[src/rtl/ppmd_pkg.sv]
// shared constants for the point to polyline distance unit
package ppmd_pkg;

	localparam int COORD_BITS_DEF      = 24;
	localparam int ALPHA_FRAC_BITS_DEF = 16;
	localparam int SQ_BITS             = 50;
	localparam int DIST_BITS           = 25;

	localparam logic [SQ_BITS-1:0]   SQ_MAX   = {SQ_BITS{1'b1}};
	localparam logic [DIST_BITS-1:0] DIST_MAX = {DIST_BITS{1'b1}};

endpackage

[src/rtl/ppmd_mul.sv]
// bit-serial unsigned shift-add multiplier, one multiplier bit per cycle
module ppmd_mul #(
	parameter int MW = 25
) (
	input  logic            clk,
	input  logic            arst_n,
	input  logic            start,
	input  logic [MW-1:0]   a,
	input  logic [MW-1:0]   b,
	output logic            done,
	output logic [2*MW-1:0] prod
);

	localparam int PW = 2 * MW;
	localparam int CW = $clog2(MW);

	logic [PW-1:0] a_q;
	logic [MW-1:0] b_q;
	logic [PW-1:0] acc_q;
	logic [CW-1:0] cnt_q;
	logic          busy_q;
	logic          done_q;

	always_ff @(posedge clk or negedge arst_n) begin
		if (!arst_n) begin
			busy_q <= 1'b0;
			done_q <= 1'b0;
			cnt_q  <= '0;
		end else begin
			done_q <= 1'b0;
			if (start) begin
				busy_q <= 1'b1;
				cnt_q  <= '0;
			end else if (busy_q) begin
				cnt_q <= cnt_q + 1'b1;
				if (cnt_q == CW'(MW - 1)) begin
					busy_q <= 1'b0;
					done_q <= 1'b1;
				end
			end
		end
	end

	// payload path
	always_ff @(posedge clk) begin
		if (start) begin
			a_q   <= PW'(a);
			b_q   <= b;
			acc_q <= '0;
		end else if (busy_q) begin
			acc_q <= acc_q + (b_q[0] ? a_q : '0);
			a_q   <= a_q << 1;
			b_q   <= b_q >> 1;
		end
	end

	assign done = done_q;
	assign prod = acc_q;

endmodule

[src/rtl/ppmd_sqrt.sv]
// digit-by-digit integer square root, one result bit per cycle
module ppmd_sqrt (
	input  logic                          clk,
	input  logic                          arst_n,
	input  logic                          start,
	input  logic [ppmd_pkg::SQ_BITS-1:0]  value,
	output logic                          done,
	output logic [ppmd_pkg::DIST_BITS-1:0] root
);

	localparam int RB = ppmd_pkg::DIST_BITS;
	localparam int VB = ppmd_pkg::SQ_BITS;
	localparam int RW = RB + 3;
	localparam int CW = $clog2(RB);

	logic [VB-1:0] val_q;
	logic [RW-1:0] rem_q;
	logic [RB-1:0] root_q;
	logic [CW-1:0] cnt_q;
	logic          busy_q;
	logic          done_q;
	logic [RW-1:0] rem_next;
	logic [RW-1:0] trial;

	assign rem_next = {rem_q[RW-3:0], val_q[VB-1 -: 2]};
	assign trial    = {1'b0, root_q, 2'b01};

	always_ff @(posedge clk or negedge arst_n) begin
		if (!arst_n) begin
			busy_q <= 1'b0;
			done_q <= 1'b0;
			cnt_q  <= '0;
		end else begin
			done_q <= 1'b0;
			if (start) begin
				busy_q <= 1'b1;
				cnt_q  <= '0;
			end else if (busy_q) begin
				cnt_q <= cnt_q + 1'b1;
				if (cnt_q == CW'(RB - 1)) begin
					busy_q <= 1'b0;
					done_q <= 1'b1;
				end
			end
		end
	end

	always_ff @(posedge clk) begin
		if (start) begin
			val_q  <= value;
			rem_q  <= '0;
			root_q <= '0;
		end else if (busy_q) begin
			val_q <= val_q << 2;
			if (rem_next >= trial) begin
				rem_q  <= rem_next - trial;
				root_q <= {root_q[RB-2:0], 1'b1};
			end else begin
				rem_q  <= rem_next;
				root_q <= {root_q[RB-2:0], 1'b0};
			end
		end
	end

	assign done = done_q;
	assign root = root_q;

endmodule

[src/rtl/point_polyline_min_distance_unit.sv]
// top level: minimum distance from a query point to a stream of polyline vertices
// a vertex that closes no segment goes straight to S_END; one that closes a segment runs its
//   products, MW = max(COORD_BITS, ALPHA_FRAC_BITS) + 1 bits wide, through the one
//   bit-serial multiplier that all eight products share
// a last vertex also runs the bit-serial square root, unless the query had no segment
// throughput: one vertex at a time, accepted only while the sequencer is idle
// reset: arst_n clears the sequencer, stored vertex and flags, and sets the minimum to all ones
module point_polyline_min_distance_unit #(
	parameter int COORD_BITS      = ppmd_pkg::COORD_BITS_DEF,
	parameter int ALPHA_FRAC_BITS = ppmd_pkg::ALPHA_FRAC_BITS_DEF
) (
	input  logic                            clk,
	input  logic                            arst_n,
	input  logic                            vertex_valid,
	output logic                            vertex_ready,
	input  logic signed [COORD_BITS-1:0]    query_x,
	input  logic signed [COORD_BITS-1:0]    query_y,
	input  logic signed [COORD_BITS-1:0]    vertex_x,
	input  logic signed [COORD_BITS-1:0]    vertex_y,
	input  logic                            starts_polyline,
	input  logic                            last_vertex,
	output logic                            result_valid,
	input  logic                            result_ready,
	output logic [ppmd_pkg::DIST_BITS-1:0]  distance,
	output logic                            found
);

	localparam int C   = COORD_BITS;
	localparam int F   = ALPHA_FRAC_BITS;
	localparam int D   = C + 1;              // coordinate difference, signed
	localparam int EW  = C + 2;              // error after projection, signed
	localparam int MW  = (C + 1 > F + 1) ? C + 1 : F + 1;
	localparam int PW  = 2 * MW;             // multiplier product
	localparam int SB  = ppmd_pkg::SQ_BITS;
	localparam int SW  = (PW + 1 > SB) ? PW + 1 : SB;
	localparam int FCW = $clog2(F);

	typedef enum logic [3:0] {
		S_IDLE, S_LEN_X, S_LEN_Y, S_DOT_X, S_DOT_Y, S_ALPHA, S_DIV,
		S_OFF_X, S_OFF_Y, S_SQ_X, S_SQ_Y, S_CMP, S_END, S_SQRT, S_PUT
	} state_t;

	state_t state_q;

	// running state
	logic [C-1:0]  prev_x_q, prev_y_q;
	logic          have_prev_q, any_q, last_q;
	logic [SB-1:0] best_q;

	// segment working registers
	logic [D-1:0]    apx_q, apy_q, abx_q, aby_q;
	logic [PW:0]     len2_q;
	logic [PW+1:0]   dot_q;
	logic [PW:0]     rem_q;
	logic [F:0]      alpha_q;
	logic [FCW-1:0]  div_cnt_q;
	logic [EW-1:0]   ex_q, ey_q;
	logic [PW:0]     sum_q;
	logic            issued_q;

	// output register
	logic                          out_valid_q;
	logic [ppmd_pkg::DIST_BITS-1:0] dist_q, res_dist_q;
	logic                          found_q, res_found_q;

	// magnitudes of the working values
	logic [D-1:0]  apx_m, apy_m, abx_m, aby_m;
	logic [EW-1:0] ex_m, ey_m;

	assign apx_m = apx_q[D-1] ? (~apx_q + 1'b1) : apx_q;
	assign apy_m = apy_q[D-1] ? (~apy_q + 1'b1) : apy_q;
	assign abx_m = abx_q[D-1] ? (~abx_q + 1'b1) : abx_q;
	assign aby_m = aby_q[D-1] ? (~aby_q + 1'b1) : aby_q;
	assign ex_m  = ex_q[EW-1] ? (~ex_q + 1'b1) : ex_q;
	assign ey_m  = ey_q[EW-1] ? (~ey_q + 1'b1) : ey_q;

	// shared multiplier
	logic          mul_state, mul_start, mul_done;
	logic [MW-1:0] mul_a, mul_b;
	logic [PW-1:0] mul_prod;

	always_comb begin
		mul_state = 1'b1;
		mul_a     = '0;
		mul_b     = '0;
		case (state_q)
			S_LEN_X: begin mul_a = MW'(abx_m); mul_b = MW'(abx_m); end
			S_LEN_Y: begin mul_a = MW'(aby_m); mul_b = MW'(aby_m); end
			S_DOT_X: begin mul_a = MW'(apx_m); mul_b = MW'(abx_m); end
			S_DOT_Y: begin mul_a = MW'(apy_m); mul_b = MW'(aby_m); end
			S_OFF_X: begin mul_a = MW'(abx_m); mul_b = MW'(alpha_q); end
			S_OFF_Y: begin mul_a = MW'(aby_m); mul_b = MW'(alpha_q); end
			S_SQ_X:  begin mul_a = MW'(ex_m);  mul_b = MW'(ex_m);  end
			S_SQ_Y:  begin mul_a = MW'(ey_m);  mul_b = MW'(ey_m);  end
			default: mul_state = 1'b0;
		endcase
	end

	assign mul_start = mul_state && !issued_q;

	ppmd_mul #(.MW(MW)) u_mul (
		.clk    (clk),
		.arst_n (arst_n),
		.start  (mul_start),
		.a      (mul_a),
		.b      (mul_b),
		.done   (mul_done),
		.prod   (mul_prod)
	);

	// square root for the query result
	logic                          sqrt_start, sqrt_done;
	logic [ppmd_pkg::DIST_BITS-1:0] sqrt_root;

	assign sqrt_start = (state_q == S_END) && last_q && any_q;

	ppmd_sqrt u_sqrt (
		.clk    (clk),
		.arst_n (arst_n),
		.start  (sqrt_start),
		.value  (best_q),
		.done   (sqrt_done),
		.root   (sqrt_root)
	);

	// signed product, dot step and projected offset
	logic          prod_neg;
	logic [PW+1:0] prod_dot;
	logic [PW:0]   prod_off, off_sum, off_sh;
	logic [EW-1:0] off_e;
	logic [PW+1:0] r2;
	logic [SW-1:0] sum_w, sat_w;

	always_comb begin
		prod_neg = (state_q == S_DOT_X) ? (apx_q[D-1] ^ abx_q[D-1]) :
		           (state_q == S_DOT_Y) ? (apy_q[D-1] ^ aby_q[D-1]) :
		           (state_q == S_OFF_X) ? abx_q[D-1] : aby_q[D-1];
		prod_dot = prod_neg ? (~(PW+2)'(mul_prod) + 1'b1) : (PW+2)'(mul_prod);
		prod_off = prod_neg ? (~(PW+1)'(mul_prod) + 1'b1) : (PW+1)'(mul_prod);
		// round to nearest, ties upward, then floor shift
		off_sum  = prod_off + ((PW+1)'(1) << (F - 1));
		off_sh   = $unsigned($signed(off_sum) >>> F);
		off_e    = off_sh[EW-1:0];
		r2       = {rem_q, 1'b0};
		sum_w    = SW'(sum_q);
		sat_w    = (sum_w > SW'(ppmd_pkg::SQ_MAX)) ? SW'(ppmd_pkg::SQ_MAX) : sum_w;
	end

	// sequencer
	always_ff @(posedge clk or negedge arst_n) begin
		if (!arst_n) begin
			state_q     <= S_IDLE;
			prev_x_q    <= '0;
			prev_y_q    <= '0;
			have_prev_q <= 1'b0;
			any_q       <= 1'b0;
			last_q      <= 1'b0;
			best_q      <= ppmd_pkg::SQ_MAX;
			issued_q    <= 1'b0;
			out_valid_q <= 1'b0;
		end else begin
			// a taken beat clears valid unless the next result loads in the same cycle
			if (out_valid_q && result_ready && state_q != S_PUT) begin
				out_valid_q <= 1'b0;
			end
			if (mul_state) begin
				if (!issued_q) begin
					issued_q <= 1'b1;
				end else if (mul_done) begin
					issued_q <= 1'b0;
				end
			end
			unique case (state_q)
				S_IDLE: begin
					if (vertex_valid) begin
						prev_x_q    <= vertex_x;
						prev_y_q    <= vertex_y;
						have_prev_q <= 1'b1;
						last_q      <= last_vertex;
						if (have_prev_q && !starts_polyline) begin
							any_q   <= 1'b1;
							state_q <= S_LEN_X;
						end else begin
							state_q <= S_END;
						end
					end
				end
				S_LEN_X: if (issued_q && mul_done) state_q <= S_LEN_Y;
				S_LEN_Y: if (issued_q && mul_done) state_q <= S_DOT_X;
				S_DOT_X: if (issued_q && mul_done) state_q <= S_DOT_Y;
				S_DOT_Y: if (issued_q && mul_done) state_q <= S_ALPHA;
				S_ALPHA: begin
					if (len2_q == '0) begin
						state_q <= S_SQ_X;
					end else if (dot_q[PW+1] || dot_q == '0 ||
					             dot_q >= (PW+2)'(len2_q)) begin
						state_q <= S_OFF_X;
					end else begin
						state_q <= S_DIV;
					end
				end
				S_DIV:   if (div_cnt_q == FCW'(F - 1)) state_q <= S_OFF_X;
				S_OFF_X: if (issued_q && mul_done) state_q <= S_OFF_Y;
				S_OFF_Y: if (issued_q && mul_done) state_q <= S_SQ_X;
				S_SQ_X:  if (issued_q && mul_done) state_q <= S_SQ_Y;
				S_SQ_Y:  if (issued_q && mul_done) state_q <= S_CMP;
				S_CMP: begin
					if (sat_w < SW'(best_q)) begin
						best_q <= sat_w[SB-1:0];
					end
					state_q <= S_END;
				end
				S_END: begin
					if (last_q) begin
						// query ends: clear running state, the root unit holds the minimum
						prev_x_q    <= '0;
						prev_y_q    <= '0;
						have_prev_q <= 1'b0;
						any_q       <= 1'b0;
						best_q      <= ppmd_pkg::SQ_MAX;
						state_q     <= any_q ? S_SQRT : S_PUT;
					end else begin
						state_q <= S_IDLE;
					end
				end
				S_SQRT:  if (sqrt_done) state_q <= S_PUT;
				S_PUT: begin
					if (!out_valid_q || result_ready) begin
						out_valid_q <= 1'b1;
						state_q     <= S_IDLE;
					end
				end
				default: state_q <= S_IDLE;
			endcase
		end
	end

	// datapath registers
	always_ff @(posedge clk) begin
		case (state_q)
			S_IDLE: begin
				apx_q <= D'({query_x[C-1], query_x} - {prev_x_q[C-1], prev_x_q});
				apy_q <= D'({query_y[C-1], query_y} - {prev_y_q[C-1], prev_y_q});
				abx_q <= D'({vertex_x[C-1], vertex_x} - {prev_x_q[C-1], prev_x_q});
				aby_q <= D'({vertex_y[C-1], vertex_y} - {prev_y_q[C-1], prev_y_q});
			end
			S_LEN_X: if (issued_q && mul_done) len2_q <= (PW+1)'(mul_prod);
			S_LEN_Y: if (issued_q && mul_done) len2_q <= len2_q + (PW+1)'(mul_prod);
			S_DOT_X: if (issued_q && mul_done) dot_q <= prod_dot;
			S_DOT_Y: if (issued_q && mul_done) dot_q <= dot_q + prod_dot;
			S_ALPHA: begin
				ex_q      <= {apx_q[D-1], apx_q};
				ey_q      <= {apy_q[D-1], apy_q};
				rem_q     <= dot_q[PW:0];
				div_cnt_q <= '0;
				// clamp to one only for a positive dot at or past the segment end
				if (!dot_q[PW+1] && dot_q != '0 && dot_q >= (PW+2)'(len2_q)) begin
					alpha_q <= (F+1)'(1) << F;
				end else begin
					alpha_q <= '0;
				end
			end
			S_DIV: begin
				// restoring division, one quotient bit a cycle
				div_cnt_q <= div_cnt_q + 1'b1;
				if (r2 >= (PW+2)'(len2_q)) begin
					rem_q   <= (PW+1)'(r2 - (PW+2)'(len2_q));
					alpha_q <= {alpha_q[F-1:0], 1'b1};
				end else begin
					rem_q   <= r2[PW:0];
					alpha_q <= {alpha_q[F-1:0], 1'b0};
				end
			end
			S_OFF_X: if (issued_q && mul_done) ex_q <= {apx_q[D-1], apx_q} - off_e;
			S_OFF_Y: if (issued_q && mul_done) ey_q <= {apy_q[D-1], apy_q} - off_e;
			S_SQ_X:  if (issued_q && mul_done) sum_q <= (PW+1)'(mul_prod);
			S_SQ_Y:  if (issued_q && mul_done) sum_q <= sum_q + (PW+1)'(mul_prod);
			S_END: begin
				res_dist_q  <= ppmd_pkg::DIST_MAX;
				res_found_q <= 1'b0;
			end
			S_SQRT: begin
				if (sqrt_done) begin
					res_dist_q  <= sqrt_root;
					res_found_q <= 1'b1;
				end
			end
			S_PUT: begin
				if (!out_valid_q || result_ready) begin
					dist_q  <= res_dist_q;
					found_q <= res_found_q;
				end
			end
			default: ;
		endcase
	end

	assign vertex_ready = (state_q == S_IDLE);
	assign result_valid = out_valid_q;
	assign distance     = dist_q;
	assign found        = found_q;

endmodule

[config.mk]
export PLATFORM = sky130hd
export DESIGN_NAME = point_polyline_min_distance_unit
export DESIGN_NICKNAME = d
export VERILOG_FILES = /design/src/rtl/ppmd_pkg.sv /design/src/rtl/ppmd_mul.sv /design/src/rtl/ppmd_sqrt.sv /design/src/rtl/point_polyline_min_distance_unit.sv
export SDC_FILE = /design/constraint.sdc
export NUM_CORES = 2
export LEC_CHECK = 0
export ABC_AREA = 1
export BUFFER_PORTS_ARGS = -buffer_cell sky130_fd_sc_hd__buf_2
export CORE_MARGIN = 5
export CORE_UTILIZATION = 40
export DETAILED_ROUTE_END_ITERATION = 8
export HOLD_SLACK_MARGIN = 0.05
export PLACE_DENSITY = 0.64
export SKIP_LAST_GASP = 1
export SYNTH_ARGS = -nofsm -noshare
export SYNTH_HDL_FRONTEND = slang
export SYNTH_HIERARCHICAL = 1
export SYNTH_SLANG_ARGS = --single-unit
[constraint.sdc]
create_clock -name clk -period 6.1 [get_ports clk]
set_clock_uncertainty 0.1 [all_clocks]
set_input_delay 0.305 -clock clk [delete_from_list [all_inputs] [get_ports clk]]
set_output_delay 0.305 -clock clk [all_outputs]
set_load 0.03 [all_outputs]
# After elaboration in Yosys (flattened, before gate mapping)
# Cells that the tools add are included.
totals:
  inputBits: 102
  output_inout_bits: 28
  ff_bits: 777
  wordCells: 258
op_classes:
  n_bitwise: 10
  magnitude_cmp: 5
  reduce_logical: 49
  n_eq_ne: 33
  add_sub_neg: 24
  n_mux: 99
ops:
  columns: ["cell", "n"]
  rows:
  - ["one-hot mux 51 bit (2 select lines)", 3]
  - ["two-way mux 25 bit", 11]
  - ["two-way mux 51 bit", 5]
  - ["two-way mux 50 bit", 5]
  - ["two-way mux 52 bit", 3]
  - ["adder 25 x 1 -> 25 bit, second input constant", 6]
  - ["inverter 25 bit", 6]
  - ["one-hot mux 25 bit (6 select lines)", 1]
  - ["one-hot mux 25 bit (5 select lines)", 1]
  - ["greater-or-equal comparator 52 x 51 -> 1 bit", 2]
  - ["one-hot mux 26 bit (2 select lines)", 2]
  - ["one-hot mux 52 bit (2 select lines)", 1]
  - ["adder 51 x 50 -> 51 bit", 2]
  - ["one-hot mux 50 bit (2 select lines)", 1]
  - ["subtractor 24 x 24 -> 25 bit", 4]
  - ["one-hot mux 24 bit (2 select lines)", 2]
  - ["two-way mux 26 bit", 3]
  - ["subtractor 26 bit", 3]
  - ["two-way mux 24 bit", 3]
  - ["two-way mux 4 bit", 15]
  - ["one-hot mux 4 bit (15 select lines)", 1]
  - ["adder 52 x 1 -> 52 bit, second input constant", 1]
  - ["adder 52 bit", 1]
  - ["logical NOT 52 bit", 1]
  - ["other kinds (42)", 137]

# Longest topological paths before layout
logic_depth:
  word_depth: 9
  mapped_depth: 38

# Modules after synthesis
# Netlist, hierarchy kept.
by_module_without_submodules:
  columns: ["module", "cells_per_inst", "seq_area_each_um2", "instances", "area_each_um2"]
  rows:
  - ["point_polyline_min_distance_unit", 6659, 15652.5, 1, 48987.0]
  - ["ppmd_mul", 1507, 3178.0, 1, 9450.3]
  - ["ppmd_sqrt", 850, 2697.6, 1, 6178.4]

# Worst setup path after synthesis
# No wires, ideal clock.
synth_path:
  path_kind: "flip-flop to flip-flop"
  from: "register state_q[0]"
  to: "register prev_x_q[10]"
  path_buffers: 1
  setup_ns: 0.131
  stages_incl_launch_ff: 10
  arrival_ns: 6.663
  slack_ns: -0.794
  path_cell_list: "dfrtp_1 nor2_1 inv_1 nor2_1 inv_1 nor2_1 inv_1 nand2_1 clkbuf_1 o21ai_0"
synth_via:
  elab_chain_len: 3
  word_cells_on_any_way: 7
  cone_classes: "eq/ne: 3; mux: 1; reduce/logical: 3"
synth_rtl:
  columns: ["item", "line_no", "text"]
  rows:
  - ["start: declaration", "point_polyline_min_distance_unit.sv:43", "state_t state_q;"]
  - ["start signal: assignment", "point_polyline_min_distance_unit.sv:221", "state_q <= any_q ? S_SQRT : S_PUT;"]
  - ["logical NOT 4 bit *", null, null]
  - ["net vertex_ready", "point_polyline_min_distance_unit.sv:15", "output logic vertex_ready,"]
  - ["!= test 2 bit (no source line) / nonzero test 2 bit (equally long branches)", null, null]
  - ["AND reduction 3 bit (no source line)", null, null]
  - ["end signal: assignment", "point_polyline_min_distance_unit.sv:176", "prev_x_q <= vertex_x;"]
  - ["end: declaration", "point_polyline_min_distance_unit.sv:46", "logic [C-1:0] prev_x_q, prev_y_q;"]
# The timed path passes the listed nets; every way through them passes the cells marked *.
# A chain may end at the register's enable or synchronous reset.

# Final worst setup path
layout_path:
  from: "register state_q[2]"
  to: "register dot_q[39] (data pin)"
layout_via:
  elab_chain_len: 8
  word_cells_on_any_way: 11
  cone_classes: "add/sub: 1; eq/ne: 3; mux: 7"
layout_rtl:
  columns: ["item", "line_no", "text"]
  rows:
  - ["equality test 4 x 3 -> 1 bit", "point_polyline_min_distance_unit.sv:137", "(state_q == S_OFF_X) ? abx_q[D-1] : aby_q[D-1];"]
  - ["two-way mux 1 bit", "point_polyline_min_distance_unit.sv:137", null]
  - ["two-way mux 1 bit", "point_polyline_min_distance_unit.sv:136", "(state_q == S_DOT_Y) ? (apy_q[D-1] ^ aby_q[D-1]) :"]
  - ["two-way mux 1 bit", "point_polyline_min_distance_unit.sv:135", "prod_neg = (state_q == S_DOT_X) ? (apx_q[D-1] ^ abx_q[D-1]) :"]
  - ["two-way mux 52 bit", "point_polyline_min_distance_unit.sv:138", "prod_dot = prod_neg ? (~(PW+2)'(mul_prod) + 1'b1) : (PW+2)'(mul_prod);"]
  - ["adder 52 bit", "point_polyline_min_distance_unit.sv:250", "S_DOT_Y: if (issued_q && mul_done) dot_q <= dot_q + prod_dot;"]
  - ["two-way mux 52 bit", "point_polyline_min_distance_unit.sv:250", null]
  - ["one-hot mux 52 bit (2 select lines) *", "point_polyline_min_distance_unit.sv:240", "case (state_q)"]
  - ["end signal: assignment", "point_polyline_min_distance_unit.sv:249", "S_DOT_X: if (issued_q && mul_done) dot_q <= prod_dot;"]
  - ["end signal: assignment", "point_polyline_min_distance_unit.sv:250", null]
  - ["end: declaration", "point_polyline_min_distance_unit.sv:53", "logic [PW+1:0] dot_q;"]
# Mark *: on every way between the ends. The rest lies on a longest branch, timed or not. The select of a mux whose other input is x is not followed.

==> flow_metrics.py <==
metrics = {
    "status": {
        "run_status": "complete, no violations",
    },
    "synthesis": {
        "avgSynthCellArea_sq_um": 7.17,
        "syn_inst": 9016,
        "yosysTopAreaCell": "edfxtp_1",
        "ys_seq_area_share_pct": 33.3,
        "ys_ff_latch": 777,
        "syn_area_sq_um": 64600,
        "synth.area.top_cells": "edfxtp_1 25%, nand2_1 14%, ha_1 10%",
        "synth_edf_count": 530,
        "syn-num-nets": 9650,
        "synthFlopType": "edfxtp_1",
        "ys.warnings.count": 6,
        "yosys.cell_types.count": 80,
        "async_flop_share_pct": 15.6,
        "synth_top_area_share_pct": 24.6,
    },
    "worst_setup_path": {
        "cp_max_fo": 24,
        "crit_buf_inv": 4,
        "cp.arrival_ps": 5880,
        "crit_family": "compound AO/OA/AOI/OAI gates",
        "cp-start-kind": "register",
        "max_stage_delay_ps": 460,
        "path_class": "reg2reg",
        "cp-end-kind": "register",
        "critPathRequiredTime_ps": 6470,
        "critPathSlowestCell": "o21ai_0",
        "path_cells": "nor2_1, nand2_2, a21oi_4, inv_2, nand2_4, nor2_1, xor2_1, inv_1, ha_1, nand2_1, nor2_1, inv_1, o21bai_1, a21boi_1, o21bai_1, a21boi_0, buf_4, o21ai_0, a21oi_1, o21ai_0, a21oi_1, xnor2_1, nand2_1, o21ai_0",
    },
    "drt": {
        "drt-total-wl_mm": 241,
        "drt-initial-drc-count": 5863,
        "post_drt_wl_per_cell_um": 21.0,
        "vias": 62700,
        "first_pass_iters": 6,
        "drc": 0,
        "ant_nets": 0,
        "viasPerCell": 5.45,
    },
    "die": {
        "io_pins": 130,
        "initial_core_util_pct": 40.2,
        "die_w_um": 412,
        "core_area_sq_um": 161000,
        "dieHeight_um": 412,
        "num_rows": 147,
        "dieArea_sq_um": 170000,
    },
    "cts": {
        "htreeDepth": 3,
        "cts-root-buf": "clkbuf_16",
        "clk_pin_slew_ps": 70,
        "clk_latency_ps": 760,
        "clkSinkCount": 777,
        "cts_tree": "done",
        "cts_made_buffers": 99,
        "clockBufferDepth": 3,
    },
    "layout": {
        "drive_gt1_share_pct": 8.72,
        "multi_input_area_sq_um": 37700,
        "fill_cells": 16400,
        "fin_nets": 9897,
        "seqCellArea_sq_um": 21500,
        "area_growth_pct": 12.4,
        "final_util_pct": 45.2,
    },
    "global_route": {
        "grt_pass1_wl_mm": 358,
        "grt.overflow.total": 0,
        "antenna_found_initial": 7,
        "grt_max_degree": 83,
        "grt_usage_pct": 27.6,
        "grt_pass1_vias": 59700,
    },
    "power": {
        "ir_worst_vdd_mv": 0.326,
        "power_density_nw_per_um2": 600,
        "p_leak_nw": 33.4,
    },
    "flow_run": {
        "max-cap-violations": 0,
    },
    "worst_hold_path": {
        "hold_class": "in2reg",
    },
    "sta": {
        "setup_violations": 0,
        "max-slew-margin-rel_pct": 19.2,
        "setup-tns-final_ps": 0,
        "hold_viol_final": 0,
        "max_clock_freq_mhz": 182,
        "worst_pin_slew_ps": 1210,
        "rsz0062_at_grt": "false",
        "fin_crit_sh_pct": 90.3,
        "final-max-slew-violation-count": 0,
        "min_period_ps": 5510,
    },
    "placement": {
        "hpwl_mm": 195,
        "place.gp.congestion": 1.03,
        "portBuffers": 129,
    },
}
## Yosys cell counts (23+ instances only)
cell      instances
a21oi_1         630
clkbuf_1        160
o21bai_1         53
xor2_1          227
nor3_1          134
dfrtp_1          71
a31oi_1          50
o22ai_1          74
o21a_1           31
edfxtp_1        530
nor4_1           44
a21boi_0         25
o21ai_0         655
nand2_1        2422
inv_2            32
o21ai_1          46
xnor2_1         140
o211ai_1         31
o221ai_1         23
nand4_1         100
nor2_2           48
dfstp_2          50
dfxtp_1         126
inv_1          1207
or2_2           118
ha_1            521
nand2_2          61
nor2_1          698
a221oi_1         29
nand3_1         395
## worst register-to-register path: stages, from the launching register on
cell	delay, ps
dfrtp_1	420
nor2_1	200
nand2_2	290
a21oi_4	310
inv_2	130
nand2_4	270
nor2_1	100
xor2_1	270
inv_1	80
ha_1	350
nand2_1	90
nor2_1	110
inv_1	40
o21bai_1	230
a21boi_1	180
o21bai_1	330
a21boi_0	140
buf_4	170
o21ai_0	300
a21oi_1	180
o21ai_0	460
a21oi_1	180
xnor2_1	160
nand2_1	50
o21ai_0	90
## cell type report
type	count	area share [%]
antenna	2	0.00689
inverter	1247	6.45
timing repair buffer	340	3.48
sequential	777	29.6
tap	2160	3.72
clock inverter	76	1.19
multi-input combinational	6798	51.9
clock buffer	112	3.58
## stage by stage
stage / hold slack [ps] / power [mW] / cells / area (sq um) / setup WS (ps)
after detailed placement: 236 / 36.8 / 11200 / 68200 / 714
after global placement: 232 / 36.6 / 11200 / 68200 / 761
after CTS: 52.2 / 43.3 / 11500 / 72600 / 690
after floorplan: -90.6 / 28.2 / 9016 / 64600 / 1150
final: 96.6 / 43.6 / 11500 / 72700 / 592
after global routing: 98.6 / 46.9 / 11500 / 72600 / 60.3
## registers in the layout, indices dropped and copies added (netlist names), 24 cells and up
name          flops
res_dist_q       25
ey_q             26
u_mul/a_q        50
u_sqrt/rem_q     26
u_sqrt/root      25
len2_q           51
prev_x_q         24
rem_q            51
distance         25
dot_q            52
aby_q            25
u_sqrt/val_q     50
abx_q            25
sum_q            51
best_q           50
prev_y_q         24
ex_q             26
apy_q            25
u_mul/b_q        25
apx_q            25
u_mul/prod       50
## power breakdown
part | leakage, nW | switching (mW) | internal, mW
logic | 24.4 | 18.4 | 8.89
registers | 7.40 | 1.90 | 8.18
clock network | 1.64 | 2.65 | 3.61
total | 33.4 | 22.9 | 20.7
## layer usage
metal | up-vias | share of wire, % | global-route usage, %
met3 | 573 | 6.5 | 3.80
met4 | 4 | 6.7 | 15.5
met2 | 2408 | 46 | 45.9
li1 | 30600 | - | -
met5 | - | 0.013 | 0
met1 | 29100 | 41 | 34.4
## placed cells by master, fill, tap and decap left out, drive strengths merged, types with 29 or more instances in the layout
cell	instances
nand2	2489
inv	1245
nor2	767
o21ai	702
a21oi	633
edfxtp	530
ha	521
nand3	417
buf	240
xor2	228
xnor2	140
nor3	140
dfxtp	126
or2	126
clkbuf	112
nand4	103
dlygate4sd3	100
o22ai	74
dfrtp	71
o21bai	55
a31oi	50
dfstp	50
clkinv	46
nor4	45
a21boi	36
o211ai	31
o21a	31
a221oi	29
## timing repair
item | in CTS | in global routing
hold buffers | 101 | 0
buffers inserted | 0 | 0
hold endpoints to repair | 183 | 0
resized for setup | 0 | 0
endpoints found under the setup margin | 0 | 0
## kinds of logic after synthesis
group / share of synthesized area (%)
DFF: 33.3
and+or+nand+nor: 27.4
AOI/OAI and AO/OA: 15.4
xor gates and xnor gates: 5.00
buffers and inverters: 8.48
adders and majority gates: 10.4
## worst paths after layout
check	cells past startpoint	slack, ps	end	start
setup / recovery	24	590	dot_q[39]$_DFFE_PP_	state_q[2]$_DFFE_PN0P_
hold / removal	4	100	apx_q[23]$_DFFE_PP_	query_x[23]
setup reg to reg	24	590	dot_q[39]$_DFFE_PP_	state_q[2]$_DFFE_PN0P_
hold reg to reg	0	320	distance[7]$_DFFE_PP_	res_dist_q[7]$_SDFFCE_PN1P_
max in group asynchronous	4	4380	result_valid$_DFF_PN0_	arst_n
min in group asynchronous	4	570	issued_q$_DFFE_PN0N_	arst_n
Power figures use the tool's default switching activity.
